`src/rtl/smtrs_pkg.sv`:
```
package smtrs_pkg;

  localparam int FRAME_DEPTH = 2;
  localparam int OUT_DEPTH   = 4;

  // Configuration register indexes.
  localparam logic [2:0] REG_TILE_SHIFT = 3'd0;
  localparam logic [2:0] REG_MAP_WIDTH  = 3'd1;
  localparam logic [2:0] REG_MAP_HEIGHT = 3'd2;
  localparam logic [2:0] REG_VIEW_WIDTH = 3'd3;
  localparam logic [2:0] REG_VIEW_HEIGHT = 3'd4;
  localparam logic [2:0] REG_BUF_HEIGHT = 3'd5;
  localparam logic [2:0] REG_COL_RUN    = 3'd6;
  localparam logic [2:0] REG_ROW_RUN    = 3'd7;

  localparam logic [4:0]  RUN_MAX     = 5'd29;
  localparam logic [15:0] RUN_BACKOFF = 16'd2;

  localparam logic AXIS_X = 1'b0;
  localparam logic AXIS_Y = 1'b1;

  typedef struct packed {
    logic [2:0]  tile_shift;
    logic [11:0] map_width_tiles;
    logic [11:0] map_height_tiles;
    logic [9:0]  view_width;
    logic [9:0]  view_height;
    logic [10:0] buffer_height;
    logic [4:0]  column_run_length;
    logic [4:0]  row_run_length;
  } cfg_t;

  // One axis of a frame, already classified by the front end.
  typedef struct packed {
    logic        moving;
    logic        forward;
    logic [15:0] idx;
    logic [15:0] run_next;
    logic [15:0] run_end;
  } axis_cmd_t;

  typedef struct packed {
    axis_cmd_t [1:0] axis;
  } frame_t;

  typedef struct packed {
    logic [11:0] tile_x;
    logic [11:0] tile_y;
    logic [15:0] buffer_x;
    logic [9:0]  buffer_y;
    logic        last;
  } draw_t;

  typedef enum logic [2:0] {
    ST_IDLE,
    ST_AXIS,
    ST_LOAD,
    ST_FLUSH,
    ST_OPP,
    ST_PEND,
    ST_END
  } state_t;

endpackage

```
`src/rtl/smtrs_fifo.sv`:
```
module smtrs_fifo #(
  parameter int WIDTH = 8,
  parameter int DEPTH = 2
) (
  input  logic             clk,
  input  logic             rst_n,
  input  logic             push,
  input  logic [WIDTH-1:0] wdata,
  output logic             full,
  input  logic             pop,
  output logic [WIDTH-1:0] rdata,
  output logic             empty
);

  localparam int AW = (DEPTH > 1) ? $clog2(DEPTH) : 1;
  localparam int CW = $clog2(DEPTH + 1);

  logic [WIDTH-1:0] mem_r [DEPTH];
  logic [AW-1:0]    wr_ptr_r, wr_ptr_nxt;
  logic [AW-1:0]    rd_ptr_r, rd_ptr_nxt;
  logic [CW-1:0]    count_r, count_nxt;
  logic             do_push, do_pop;

  assign full    = (count_r == CW'(DEPTH));
  assign empty   = (count_r == '0);
  assign do_push = push && !full;
  assign do_pop  = pop && !empty;
  assign rdata   = mem_r[rd_ptr_r];

  always_comb begin
    wr_ptr_nxt = wr_ptr_r;
    rd_ptr_nxt = rd_ptr_r;
    count_nxt  = count_r;
    if (do_push) begin
      wr_ptr_nxt = (wr_ptr_r == AW'(DEPTH - 1)) ? '0 : wr_ptr_r + 1'b1;
    end
    if (do_pop) begin
      rd_ptr_nxt = (rd_ptr_r == AW'(DEPTH - 1)) ? '0 : rd_ptr_r + 1'b1;
    end
    if (do_push && !do_pop) begin
      count_nxt = count_r + 1'b1;
    end else if (do_pop && !do_push) begin
      count_nxt = count_r - 1'b1;
    end
  end

  always_ff @(posedge clk) begin
    if (!rst_n) begin
      wr_ptr_r <= '0;
      rd_ptr_r <= '0;
      count_r  <= '0;
    end else begin
      wr_ptr_r <= wr_ptr_nxt;
      rd_ptr_r <= rd_ptr_nxt;
      count_r  <= count_nxt;
    end
  end

  always_ff @(posedge clk) begin
    if (do_push) begin
      mem_r[wr_ptr_r] <= wdata;
    end
  end

endmodule

```
`src/rtl/smtrs_front.sv`:
```
module smtrs_front (
  input  smtrs_pkg::cfg_t   cfg,
  input  logic [15:0]       camera_x,
  input  logic [15:0]       camera_y,
  input  logic signed [15:0] delta_x,
  input  logic signed [15:0] delta_y,
  output smtrs_pkg::frame_t frame
);
  import smtrs_pkg::*;

  // Works out the target tile index and the bounds of a new run for one axis.
  function automatic axis_cmd_t classify(
    input logic [15:0] cam_lead,
    input logic [15:0] cam_run,
    input logic [15:0] delta,
    input logic [9:0]  view,
    input logic [11:0] lead_bound,
    input logic [11:0] run_bound,
    input logic [4:0]  run_len,
    input logic [2:0]  sh
  );
    logic [16:0] sum;
    logic [15:0] sum_tiles;
    logic [15:0] idx;
    logic [15:0] run_tiles;
    logic [15:0] first;
    logic [16:0] stop;
    logic [4:0]  rl;
    axis_cmd_t   cmd;
    sum       = {1'b0, cam_lead} + {7'b0, view};
    sum_tiles = 16'(sum >> sh);
    if (!delta[15]) begin
      idx = sum_tiles + 16'd1;
    end else begin
      idx = (cam_lead >> sh) - 16'd1;
    end
    run_tiles = cam_run >> sh;
    first     = (run_tiles >= RUN_BACKOFF) ? run_tiles - RUN_BACKOFF : '0;
    rl        = (run_len > RUN_MAX) ? RUN_MAX : run_len;
    stop      = {1'b0, first} + {12'b0, rl};
    cmd.moving  = |delta;
    cmd.forward = !delta[15];
    cmd.idx     = idx;
    // A target beyond the map, or one that wrapped negative, opens an empty run.
    if (idx[15] || (idx >= {4'b0, lead_bound})) begin
      cmd.run_next = '0;
      cmd.run_end  = '0;
    end else begin
      cmd.run_next = first;
      cmd.run_end  = (stop > {5'b0, run_bound}) ? {4'b0, run_bound} : stop[15:0];
    end
    return cmd;
  endfunction

  always_comb begin
    frame.axis[AXIS_X] = classify(camera_x, camera_y, delta_x, cfg.view_width,
                                  cfg.map_width_tiles, cfg.map_height_tiles,
                                  cfg.column_run_length, cfg.tile_shift);
    frame.axis[AXIS_Y] = classify(camera_y, camera_x, delta_y, cfg.view_height,
                                  cfg.map_height_tiles, cfg.map_width_tiles,
                                  cfg.row_run_length, cfg.tile_shift);
  end

endmodule

```
`src/rtl/smtrs_back.sv`:
```
module smtrs_back (
  input  logic              clk,
  input  logic              rst_n,
  input  smtrs_pkg::cfg_t   cfg,
  input  logic              fq_empty,
  input  smtrs_pkg::frame_t fq_data,
  output logic              fq_pop,
  input  logic              oq_full,
  output logic              oq_push,
  output smtrs_pkg::draw_t  oq_data
);
  import smtrs_pkg::*;

  state_t       state_r, state_nxt;
  frame_t       frame_r, frame_nxt;
  logic         bank_r, bank_nxt;
  logic         ax_r, ax_nxt;
  logic         side_r, side_nxt;
  logic         moved_r, moved_nxt;
  logic [1:0][1:0] lead_r, lead_nxt;
  logic [15:0]  w_pos_r, w_pos_nxt;
  logic [15:0]  w_next_r, w_next_nxt;
  logic [15:0]  w_end_r, w_end_nxt;
  draw_t        hold_r, hold_nxt;
  logic         hold_v_r, hold_v_nxt;

  // Margin state: entry {bank, axis, trailing side}.
  logic [15:0]  pos_r  [8];
  logic [15:0]  next_r [8];
  logic [15:0]  end_r  [8];

  logic         wr_en;
  logic [2:0]   wr_idx;
  logic [15:0]  wr_pos, wr_next, wr_end;

  axis_cmd_t    cur;
  logic [2:0]   m_idx, opp_idx, rd_idx;
  logic [15:0]  rd_pos;
  logic         pending;
  logic         can_emit;
  logic         emit;
  logic         retarget;
  logic [15:0]  tx, ty;
  logic [15:0]  ty_shift;
  logic [10:0]  wrap_mask;

  assign cur      = frame_r.axis[ax_r];
  assign m_idx    = {bank_r, ax_r, ~side_r};
  assign opp_idx  = {bank_r, ax_r, side_r};
  assign rd_idx   = (state_r == ST_OPP) ? opp_idx : m_idx;
  assign rd_pos   = pos_r[rd_idx];
  assign pending  = $signed(w_next_r) < $signed(w_end_r);
  assign can_emit = !hold_v_r || !oq_full;
  assign retarget = moved_r && (cur.idx != rd_pos);

  // The word being built: the run coordinate goes to the other axis.
  assign tx        = (ax_r == AXIS_X) ? w_pos_r : w_next_r;
  assign ty        = (ax_r == AXIS_X) ? w_next_r : w_pos_r;
  assign ty_shift  = ty << cfg.tile_shift;
  assign wrap_mask = cfg.buffer_height - 11'd1;

  always_comb begin
    state_nxt = state_r;
    case (state_r)
      ST_IDLE: begin
        if (!fq_empty) begin
          state_nxt = ST_AXIS;
        end
      end
      ST_AXIS: state_nxt = ST_LOAD;
      ST_LOAD: state_nxt = retarget ? ST_FLUSH : ST_PEND;
      ST_FLUSH: begin
        if (!pending) begin
          state_nxt = ST_OPP;
        end
      end
      ST_OPP: state_nxt = ST_PEND;
      ST_PEND: begin
        if (!pending || can_emit) begin
          state_nxt = (ax_r == AXIS_X) ? ST_AXIS : ST_END;
        end
      end
      ST_END: begin
        if (!hold_v_r || !oq_full) begin
          state_nxt = ST_IDLE;
        end
      end
      default: state_nxt = ST_IDLE;
    endcase
  end

  always_comb begin
    frame_nxt  = frame_r;
    bank_nxt   = bank_r;
    ax_nxt     = ax_r;
    side_nxt   = side_r;
    moved_nxt  = moved_r;
    lead_nxt   = lead_r;
    w_pos_nxt  = w_pos_r;
    w_next_nxt = w_next_r;
    w_end_nxt  = w_end_r;
    hold_v_nxt = hold_v_r;
    fq_pop     = 1'b0;
    emit       = 1'b0;
    wr_en      = 1'b0;
    wr_idx     = m_idx;
    wr_pos     = w_pos_r;
    wr_next    = w_next_r;
    wr_end     = w_end_r;
    oq_push    = 1'b0;
    oq_data    = hold_r;
    oq_data.last = 1'b0;
    case (state_r)
      ST_IDLE: begin
        if (!fq_empty) begin
          fq_pop    = 1'b1;
          frame_nxt = fq_data;
          ax_nxt    = AXIS_X;
        end
      end
      ST_AXIS: begin
        moved_nxt = cur.moving;
        if (cur.moving) begin
          lead_nxt[bank_r][ax_r] = cur.forward;
          side_nxt = cur.forward;
        end else begin
          side_nxt = lead_r[bank_r][ax_r];
        end
      end
      ST_LOAD: begin
        w_pos_nxt  = pos_r[m_idx];
        w_next_nxt = next_r[m_idx];
        w_end_nxt  = end_r[m_idx];
      end
      ST_FLUSH: begin
        if (pending) begin
          if (can_emit) begin
            emit       = 1'b1;
            w_next_nxt = w_next_r + 16'd1;
          end
        end else begin
          wr_en      = 1'b1;
          wr_pos     = cur.idx;
          wr_next    = cur.run_next;
          wr_end     = cur.run_end;
          w_pos_nxt  = cur.idx;
          w_next_nxt = cur.run_next;
          w_end_nxt  = cur.run_end;
        end
      end
      ST_OPP: begin
        wr_en   = 1'b1;
        wr_idx  = opp_idx;
        wr_pos  = cur.forward ? rd_pos + 16'd1 : rd_pos - 16'd1;
        wr_next = '0;
        wr_end  = '0;
      end
      ST_PEND: begin
        if (pending && can_emit) begin
          emit       = 1'b1;
          w_next_nxt = w_next_r + 16'd1;
          wr_en      = 1'b1;
          wr_next    = w_next_r + 16'd1;
        end
        if (!pending || can_emit) begin
          ax_nxt = AXIS_Y;
        end
      end
      ST_END: begin
        if (!hold_v_r || !oq_full) begin
          oq_push      = hold_v_r;
          oq_data.last = 1'b1;
          hold_v_nxt   = 1'b0;
          bank_nxt     = ~bank_r;
        end
      end
      default: ;
    endcase
    // The newest word waits in the hold register until the next one shows
    // whether it closes the frame.
    if (emit) begin
      oq_push    = hold_v_r;
      hold_v_nxt = 1'b1;
    end
  end

  always_comb begin
    hold_nxt = hold_r;
    if (emit) begin
      hold_nxt.tile_x   = tx[11:0];
      hold_nxt.tile_y   = ty[11:0];
      hold_nxt.buffer_x = tx << cfg.tile_shift;
      hold_nxt.buffer_y = ty_shift[9:0] & wrap_mask[9:0];
      hold_nxt.last     = 1'b0;
    end
  end

  always_ff @(posedge clk) begin
    if (!rst_n) begin
      state_r  <= ST_IDLE;
      bank_r   <= 1'b0;
      ax_r     <= AXIS_X;
      side_r   <= 1'b1;
      moved_r  <= 1'b0;
      lead_r   <= '1;
      hold_v_r <= 1'b0;
      for (int i = 0; i < 8; i++) begin
        pos_r[i]  <= '0;
        next_r[i] <= '0;
        end_r[i]  <= '0;
      end
    end else begin
      state_r  <= state_nxt;
      bank_r   <= bank_nxt;
      ax_r     <= ax_nxt;
      side_r   <= side_nxt;
      moved_r  <= moved_nxt;
      lead_r   <= lead_nxt;
      hold_v_r <= hold_v_nxt;
      if (wr_en) begin
        pos_r[wr_idx]  <= wr_pos;
        next_r[wr_idx] <= wr_next;
        end_r[wr_idx]  <= wr_end;
      end
    end
  end

  always_ff @(posedge clk) begin
    frame_r  <= frame_nxt;
    w_pos_r  <= w_pos_nxt;
    w_next_r <= w_next_nxt;
    w_end_r  <= w_end_nxt;
    hold_r   <= hold_nxt;
  end

endmodule

```
`src/rtl/scroll_margin_tile_redraw_scheduler_unit.sv`:
```
// Scroll-margin tile redraw scheduler.
// Input: one word per video frame (camera position and motion on each axis),
// written with push while full is low. Results: tile draw commands, read like
// a queue; a command is on the out_ ports while empty is low and is taken with
// pop. The last command of a frame carries out_last; a frame may give none.
// Configuration is written through cfg_we/cfg_index/cfg_wdata between frames.
// A frame goes through a small frame queue to the back-end sequencer, which
// works the x axis and then the y axis. An axis whose margin moves also goes
// through a flush step, which draws out the rest of the old run word by word,
// and an update of the opposite margin. One word is held back until it is
// known whether it ends the frame.
// Frames arriving while the sequencer is busy wait in the frame queue; full
// rises when it fills. When pop stays low the result queue fills and the
// sequencer waits; nothing is dropped.
// Reset is synchronous: margin state is cleared, both leading sides point
// right and down, bank 0 is active, and the registers return to their
// defaults (16-pixel tiles, 64 x 64 map, 320 x 256 view, 512-line buffer).
module scroll_margin_tile_redraw_scheduler_unit #(
  parameter int FRAME_DEPTH = smtrs_pkg::FRAME_DEPTH,
  parameter int OUT_DEPTH   = smtrs_pkg::OUT_DEPTH
) (
  input  logic               clk,
  input  logic               rst_n,
  input  logic               cfg_we,
  input  logic [2:0]         cfg_index,
  input  logic [11:0]        cfg_wdata,
  input  logic               push,
  output logic               full,
  input  logic [15:0]        in_camera_x,
  input  logic [15:0]        in_camera_y,
  input  logic signed [15:0] in_delta_x,
  input  logic signed [15:0] in_delta_y,
  output logic               empty,
  input  logic               pop,
  output logic [11:0]        out_tile_x,
  output logic [11:0]        out_tile_y,
  output logic [15:0]        out_buffer_x,
  output logic [9:0]         out_buffer_y,
  output logic               out_last
);
  import smtrs_pkg::*;

  cfg_t   cfg_r;
  frame_t front_frame;
  frame_t fq_data;
  logic   fq_empty, fq_pop;
  logic   oq_full, oq_push;
  draw_t  oq_wdata, oq_rdata;

  always_ff @(posedge clk) begin
    if (!rst_n) begin
      cfg_r.tile_shift        <= 3'd4;
      cfg_r.map_width_tiles   <= 12'd64;
      cfg_r.map_height_tiles  <= 12'd64;
      cfg_r.view_width        <= 10'd320;
      cfg_r.view_height       <= 10'd256;
      cfg_r.buffer_height     <= 11'd512;
      cfg_r.column_run_length <= 5'd20;
      cfg_r.row_run_length    <= 5'd24;
    end else if (cfg_we) begin
      case (cfg_index)
        REG_TILE_SHIFT:  cfg_r.tile_shift        <= cfg_wdata[2:0];
        REG_MAP_WIDTH:   cfg_r.map_width_tiles   <= cfg_wdata[11:0];
        REG_MAP_HEIGHT:  cfg_r.map_height_tiles  <= cfg_wdata[11:0];
        REG_VIEW_WIDTH:  cfg_r.view_width        <= cfg_wdata[9:0];
        REG_VIEW_HEIGHT: cfg_r.view_height       <= cfg_wdata[9:0];
        REG_BUF_HEIGHT:  cfg_r.buffer_height     <= cfg_wdata[10:0];
        REG_COL_RUN:     cfg_r.column_run_length <= cfg_wdata[4:0];
        REG_ROW_RUN:     cfg_r.row_run_length    <= cfg_wdata[4:0];
        default: ;
      endcase
    end
  end

  smtrs_front u_front (
    .cfg      (cfg_r),
    .camera_x (in_camera_x),
    .camera_y (in_camera_y),
    .delta_x  (in_delta_x),
    .delta_y  (in_delta_y),
    .frame    (front_frame)
  );

  smtrs_fifo #(
    .WIDTH ($bits(frame_t)),
    .DEPTH (FRAME_DEPTH)
  ) u_frame_q (
    .clk   (clk),
    .rst_n (rst_n),
    .push  (push),
    .wdata (front_frame),
    .full  (full),
    .pop   (fq_pop),
    .rdata (fq_data),
    .empty (fq_empty)
  );

  smtrs_back u_back (
    .clk      (clk),
    .rst_n    (rst_n),
    .cfg      (cfg_r),
    .fq_empty (fq_empty),
    .fq_data  (fq_data),
    .fq_pop   (fq_pop),
    .oq_full  (oq_full),
    .oq_push  (oq_push),
    .oq_data  (oq_wdata)
  );

  smtrs_fifo #(
    .WIDTH ($bits(draw_t)),
    .DEPTH (OUT_DEPTH)
  ) u_out_q (
    .clk   (clk),
    .rst_n (rst_n),
    .push  (oq_push),
    .wdata (oq_wdata),
    .full  (oq_full),
    .pop   (pop),
    .rdata (oq_rdata),
    .empty (empty)
  );

  assign out_tile_x   = oq_rdata.tile_x;
  assign out_tile_y   = oq_rdata.tile_y;
  assign out_buffer_x = oq_rdata.buffer_x;
  assign out_buffer_y = oq_rdata.buffer_y;
  assign out_last     = oq_rdata.last;

endmodule

```
`config.mk`:
```
export PLATFORM = sky130hd
export DESIGN_NAME = scroll_margin_tile_redraw_scheduler_unit
export DESIGN_NICKNAME = d
export VERILOG_FILES = /design/src/rtl/smtrs_pkg.sv /design/src/rtl/smtrs_fifo.sv /design/src/rtl/smtrs_front.sv /design/src/rtl/smtrs_back.sv /design/src/rtl/scroll_margin_tile_redraw_scheduler_unit.sv
export SDC_FILE = /design/constraint.sdc
export NUM_CORES = 2
export LEC_CHECK = 0
export ABC_AREA = 1
export BUFFER_PORTS_ARGS = -buffer_cell sky130_fd_sc_hd__clkbuf_2
export CORE_ASPECT_RATIO = 1.5
export CORE_MARGIN = 8
export CORE_UTILIZATION = 30
export DETAILED_ROUTE_END_ITERATION = 8
export GPL_TIMING_DRIVEN = 0
export SETUP_SLACK_MARGIN = 0.4
export SLEW_MARGIN = 20
export SYNTH_ARGS = -nofsm -noshare
export SYNTH_HDL_FRONTEND = slang
export SYNTH_SLANG_ARGS = --single-unit
```
`constraint.sdc`:
```
create_clock -name clk -period 6.1 [get_ports clk]
set_input_delay 1.22 -clock clk [delete_from_list [all_inputs] [get_ports clk]]
set_output_delay 1.22 -clock clk [all_outputs]
set_load 0.1 [all_outputs]
```
# [Word-level counts from Yosys, hierarchy flattened]
# Memory sizes are Yosys's and may differ from the RTL's. A register that Yosys moved wholly into a read port is not among the register bits.
# Cells that the tools add are included.
[word_totals] in_bits=84 output_inout_bits=53 ff_bits=188 ramBits=788 word_cells=251 mem_count=5
[classes] shifts=6 n_mux=90 n_eq_ne=23 n_addsub=22 reduce_logical=59 n_lt_le_gt_ge=13 bitwise_logic=4
[memory_table] name="u_out_q.mem_r" depth=4 word_bits=51 rd=1 rd_ports_with_merged_regs=1 write_ports=1 line_no="smtrs_fifo.sv:18" rtl="logic [WIDTH-1:0] mem_r [DEPTH];"
[memory_table] name="u_frame_q.mem_r" depth=2 word_bits=100 rd=1 rd_ports_with_merged_regs=1 write_ports=1 line_no="smtrs_fifo.sv:18"
[memory_table] name="u_back.end_r" depth=8 word_bits=16 rd=1 rd_ports_with_merged_regs=0 write_ports=8 line_no="smtrs_back.sv:30" rtl="logic [15:0] end_r [8];"
[memory_table] name="u_back.next_r" depth=8 word_bits=16 rd=1 rd_ports_with_merged_regs=0 write_ports=8 line_no="smtrs_back.sv:29" rtl="logic [15:0] next_r [8];"
[memory_table] name="u_back.pos_r" depth=8 word_bits=16 rd=2 rd_ports_with_merged_regs=0 write_ports=8 line_no="smtrs_back.sv:28" rtl="logic [15:0] pos_r [8];"
[ops] cell="$mux W16" n=18
[ops] cell="$pmux W16 S2" n=4
[ops] cell="$mux W50" n=2
[ops] cell="$pmux W16 S3" n=2
[ops] cell="$reduce_or A16 Y1" n=5
[ops] cell="$add A16 B1 Y16 const B" n=4
[ops] cell="$mux W32" n=2
[ops] cell="$sub A16 B1 Y16 const B" n=3
[ops] cell="$add A16 B10 Y17" n=2
[ops] cell="$add A16 B5 Y17" n=2
[ops] cell="$gt A17 B12 Y1" n=2
[ops] cell="$shr A17 B3 Y16" n=2
[ops] cell="$mux W1" n=33
[ops] cell="$mux W3" n=11
[ops] cell="$ge A16 B12 Y1" n=2
[ops] cell="$ge A16 B2 Y1 const B" n=2
[ops] cell="$shr A16 B3 Y16" n=2
[ops] cell="$sub A16 B2 Y16 const B" n=2
[ops] cell="$reduce_and A2 Y1" n=13
[ops] cell="$eq A3 B3 Y1 const B" n=8
[ops] cell="$pmux W3 S7" n=1
[ops] cell="$mux W2" n=9
[ops] cell="$lt A16 B16 Y1" n=1
[ops] cell="$ne A16 B16 Y1" n=1
[ops] cell="34 further kinds" n=84

# [Logic depth before layout (Yosys ltp)]
[logic_depth] depth_word=12 ltp_mapped=43 ltp_nobuf=39

# [Cells and area by module]
# From an unflattened synthesis, not the netlist that was laid out.
[unflattened] hier_cells=6384 area_unflattened_um2=58418.5
[modules_own_cells] mod="smtrs_back" area_each_um2=29872.4 instances=1 cells_each=3160 seq_area_each_um2=17717.0
[modules_own_cells] mod="smtrs_front" area_each_um2=9799.4 instances=1 cells_each=1919 seq_area_each_um2=0.0
[modules_own_cells] mod="smtrs_fifo at u_out_q" area_each_um2=8092.8 instances=1 cells_each=565 seq_area_each_um2=6306.0
[modules_own_cells] mod="smtrs_fifo at u_frame_q" area_each_um2=7963.9 instances=1 cells_each=349 seq_area_each_um2=6105.9
[modules_own_cells] mod="scroll_margin_tile_redraw_scheduler_unit" area_each_um2=2690.1 instances=1 cells_each=391 seq_area_each_um2=1361.3

# [Least setup slack after synthesis]
# No wires, ideal clock.
[synth_timing] path_type="input to register" from="in push" to="mem u_frame_q.mem_r[1][0] (netlist name) (enable)" cell_stages=2 path_slack_ps=-7 setup_ps=561 arrival_time_ps=5546 required_time_ps=5539 path_buffers=0 path_cell_list="o21ai_0 > nor2_1"
[synth_via] elab_chain_len=3
[synth_lines] item="from (decl)" line_no="scroll_margin_tile_redraw_scheduler_unit.sv:27" rtl="input logic push,"
[synth_lines] item="$logic_and A1 B1 Y1" line_no="smtrs_fifo.sv:26" rtl="assign do_push = push && !full;"
[synth_lines] item="$mux W1" line_no="smtrs_fifo.sv:60" rtl="if (do_push) begin"
[synth_lines] item="$mux W1 (not written as such)" line_no="smtrs_fifo.sv:61" rtl="mem_r[wr_ptr_r] <= wdata;"
[synth_lines] item="to (decl)" line_no="smtrs_fifo.sv:18"
# No other way between the ends.

==> reports/qor.csv <==
stage,metric,value,unit
yosys,synth_cell_types,60,
yosys,ys.warnings.count,0,
placement,dp_worst_setup_slack,-942,ps
worst_setup_path,setup.worst_path.end_class,flop,
pwr,total_leakage_power,26.2,nW
routing,drc,0,
finish,final_design_area_no_fill,0.0654,mm2
pwr,pwr_density_cell,459,mW/mm2
worst_setup_path,worstSetupEndpoint,u_frame_q.mem_r[0][10],
routing,num_vias,47800,
job,maxCapViolCount,0,
finish,layout.cells.most_common_list,"1398 x sky130_fd_sc_hd__nand2_1, 986 x sky130_fd_sc_hd__edfxtp_1, 909 x sky130_fd_sc_hd__nor2_1",
finish,finish.cell_count_without_fillers,9171,
cts,clock_path_buffers,3,
floorplan,placeableCoreArea,0.186,mm2
worst_setup_path,setup.reg_to_reg.worst_slack,590,ps
worst_setup_path,timing.setup.critical_path_class,flop to flop,
cts,clkLatencyLatePin,790,ps
worst_setup_path,critical_path.slowest_cell,sky130_fd_sc_hd__fa_2,
sta,final.hold.worst_slack,457,ps
worst_setup_path,timing.critical_path.slowest_cell_delay,400,ps
yosys,synth_flop_cell,sky130_fd_sc_hd__edfxtp_1,
finish,syn_to_final_growth,16.3,%
finish,drive_above_1_share,11.0,%
worst_setup_path,cp_most_frequent_cell,sky130_fd_sc_hd__nand2_1,
worst_setup_path,cp_num_cells,43,
worst_setup_path,cp_num_buf_inv,7,
placement,place_congestion,1.01,
placement,placed_area,0.0608,mm2
worst_setup_path,worstPathArrival,6110,ps
cts,hold_bufs_inserted_after_cts,0,
yosys,postSynthRegisterBits,1078,
finish,mostFrequentLayoutCell,sky130_fd_sc_hd__nand2_1,
floorplan,fp-row-count,194,
global_routing,largest_net_degree_at_the_start_of_global_routing,53,
routing,drt-total-wl,224,mm
cts,buffer_type_at_the_clock_tree_root,sky130_fd_sc_hd__clkbuf_16,
floorplan,boundaryPins,137,
worst_setup_path,setup.worst_path.start_class,flop,
global_routing,grt_antenna_before_repair,10,
sta,setup_violations,0,
hold_path,hold_path_class,flop to flop,
sta,hold_viol,0,
placement,placed_cells_incl_taps,8937,
yosys,synth_edf_count,986,
global_routing,grtUsageTotal,21.2,%
routing,drt_iter0_drc,4706,
routing,drt-wirelength-per-cell,24.4,um
floorplan,initial_utilization,30.2,%
worst_setup_path,rr_endpoint,u_frame_q.mem_r[0][10],
sta,unrepaired_setup_endpoints_after_global_routing,true,
pwr,max-vdd-ir-drop,0.000389,V
routing,antenna_left,0,
sta,report.final.slew_viol_count,0,
outcome,run_status,"finished, final reports clean",
worst_setup_path,crit-reg2reg-launch,cfg_r[65],
worst_setup_path,rr_worst_depth,43,
cts,clk_pin_slew,60,ps
cts,cts_tree,built,
sta,final_period_demand_of_the_worst_path,5510,ps
floorplan,die-area,0.202,mm2
placement,hpwlAfterDp,169,mm
global_routing,grt_pass1_vias,46200,
sta,worst_slew_pin_slew,1280,ps
sta,worst_clock_skew,106,ps
global_routing,globalRouteMet2Util,37.4,%
sta,final.setup.worst_slack,591,ps
yosys,synthesis.area_per_instance,8.90,um2
global_routing,global_routing_usage_on_met1,23.1,%
global_routing,grt.met3_usage,3.04,%
yosys,mappedNetlistArea,0.0562,mm2
cts,clock_sinks,1078,
yosys,synth.yosys.seq_area_share,56.0,%
routing,viasPerCell,5.21,
worst_setup_path,cp-startpoint,cfg_r[65],
placement,buffer_ports.inserted,131,
worst_setup_path,cpLargestDelayFamily,simple AND/OR/NAND/NOR gates,
sta,worst_slew_margin_rel,14.0,%
global_routing,grt_first_pass_wirelength,316,mm
routing,drt_first_pass_iters,9,
yosys,asyncSetResetFlopFracSynth,0,%
finish,fillers,19000,
cts,tritoncts.num_buffers,104,
finish,nNetsFinal,6848,
worst_setup_path,largest_fanout_on_the_critical_path,10,
floorplan,dieWidth,369,um
global_routing,busiest_layer,met2,
floorplan,fp.dieH,546,um
worst_setup_path,crit_required,6700,ps
cts,cts-htree-levels,3,
global_routing,grt_remaining_overflow,0,
sta,finalCritPeriodShare,90.3,%
yosys,synthCells,6309,
sta,max_clock_freq,182,MHz
-- per-layer routing --
metal / vias to the layer above / routed length (um)
met5: - / 0
met3: 643 / 13400
met2: 2117 / 110000
li1: 22100 / -
met4: 0 / 19600
met1: 22900 / 80300
-- flip-flops by register name, summed over array words and instances (netlist names), 2 cells and up, named ones only --
register / flops
u_back.pos_r: 128
u_out_q.count_r: 3
u_frame_q.mem_r: 200
cfg_r: 67
u_out_q.mem_r: 204
u_back.end_r: 128
u_frame_q.count_r: 2
u_out_q.rd_ptr_r: 2
u_back.state_r: 3
u_back.w_end_r: 16
u_back.lead_r: 4
u_back.w_next_r: 16
u_back.oq_data: 50
u_back.frame_r: 100
u_out_q.wr_ptr_r: 2
u_back.next_r: 128
u_back.w_pos_r: 16
-- final cells by class --
type / instances / area [um2] / area share, %
tap: 2450 / 3070 / 4.69
sequential: 1078 / 31500 / 48.1
buffer: 309 / 1480 / 2.26
antenna: 4 / 10.0 / 0.0153
timing repair buffer: 203 / 1660 / 2.53
clock inverter: 48 / 628 / 0.961
clock buffer: 142 / 2820 / 4.31
multi-input combinational: 4394 / 22200 / 33.9
inverter: 543 / 2070 / 3.16
-- Yosys cell counts (5+ instances only) --
library cell               number  area share, %
sky130_fd_sc_hd__nor4_1        11           0.12
sky130_fd_sc_hd__nor2_2        28           0.31
sky130_fd_sc_hd__o31ai_1        6          0.080
sky130_fd_sc_hd__o21ai_0      565            5.0
sky130_fd_sc_hd__a21oi_1      162            1.4
sky130_fd_sc_hd__buf_1         15           0.10
sky130_fd_sc_hd__buf_2         52           0.46
sky130_fd_sc_hd__a211oi_1       9           0.12
sky130_fd_sc_hd__nand3b_1      13           0.17
sky130_fd_sc_hd__nand3_2       10           0.18
sky130_fd_sc_hd__buf_6         14           0.28
sky130_fd_sc_hd__o21ai_2        8           0.12
sky130_fd_sc_hd__xnor2_1       17           0.27
sky130_fd_sc_hd__ha_1         125            2.8
sky130_fd_sc_hd__dfxtp_1       92            3.3
sky130_fd_sc_hd__o21a_1         6          0.080
sky130_fd_sc_hd__nor2_1       970            6.5
sky130_fd_sc_hd__mux2i_1       18           0.32
sky130_fd_sc_hd__clkbuf_1     222            1.5
sky130_fd_sc_hd__inv_1        511            3.4
sky130_fd_sc_hd__o22ai_1      209            2.3
sky130_fd_sc_hd__xor2_1        58           0.90
sky130_fd_sc_hd__nand2_2       23           0.26
sky130_fd_sc_hd__or2_2         29           0.32
sky130_fd_sc_hd__o21bai_1      24           0.32
sky130_fd_sc_hd__fa_1           6           0.21
sky130_fd_sc_hd__o21ai_1       25           0.22
sky130_fd_sc_hd__nand3_1      445            4.0
sky130_fd_sc_hd__nor3_1        29           0.26
sky130_fd_sc_hd__edfxtp_1     986             53
sky130_fd_sc_hd__o211ai_1      63           0.84
sky130_fd_sc_hd__inv_2         27           0.18
sky130_fd_sc_hd__nor2_4        10           0.20
sky130_fd_sc_hd__nand2_1     1420            9.5
sky130_fd_sc_hd__nand4_1       44           0.49
sky130_fd_sc_hd__buf_4          5          0.067
-- cells by family (layout without fill, tap and decap cells) --
family | count (synthesis) | after routing | share of synthesized area [%]
AO/OA/AOI/OAI | 1106 | 1106 | 11.0
XOR/XNOR | 75 | 75 | 1.17
adder cells (fa/ha/maj) | 131 | 131 | 3.00
buffers and inverters | 852 | 1245 | 6.04
flip-flops | 1078 | 1078 | 56.0
multiplexers | 18 | 18 | 0.321
other | 1 | 20 | 0.00667
AND/OR/NAND/NOR | 3048 | 3048 | 22.5
-- per-stage QoR --
stage | setup TNS (ps) | total power, mW | utilization [%]
floorplan | 0 | 17.9 | -
finish | 0 | 30.0 | 35.1
CTS | 0 | 29.7 | 34.7
global placement | -692050 | 22.9 | 32.2
detailed placement | -63040 | 23.1 | 32.6
global route | 0 | 31.0 | 35.1
-- where the power goes --
| part | internal (mW) | switching [mW] |
|---|---|---|
| Clock | 3.65 | 2.92 |
| Combinational | 2.85 | 10.4 |
| Sequential | 9.58 | 0.649 |
| Total | 16.1 | 13.9 |
-- worst min-delay path: stages (launching register included) --
cell and delay [ps]:
sky130_fd_sc_hd__dfxtp_1 290, sky130_fd_sc_hd__inv_1 60, sky130_fd_sc_hd__a21oi_1 60
-- how the worst min path moves through the flow --
stage,startpoint,to,cells past startpoint
final,cfg_r[5],cfg_r[5],2
after global routing,cfg_r[29],cfg_r[29],2
after CTS,cfg_r[5],cfg_r[5],2
after detailed placement,cfg_r[5],cfg_r[5],2
after global placement,cfg_r[29],cfg_r[29],2
after floorplan,cfg_r[0],cfg_r[0],2
-- timing repair --
| action | in CTS | in global routing |
|---|---|---|
| gates cloned | 2 | 3 |
| gates resized for setup | 76 | 165 |
| setup endpoints to repair | 84 | 209 |
| buffers inserted | 11 | 23 |
| pin swaps | 14 | 45 |
Note: power is estimated with default switching activity, not from simulation.
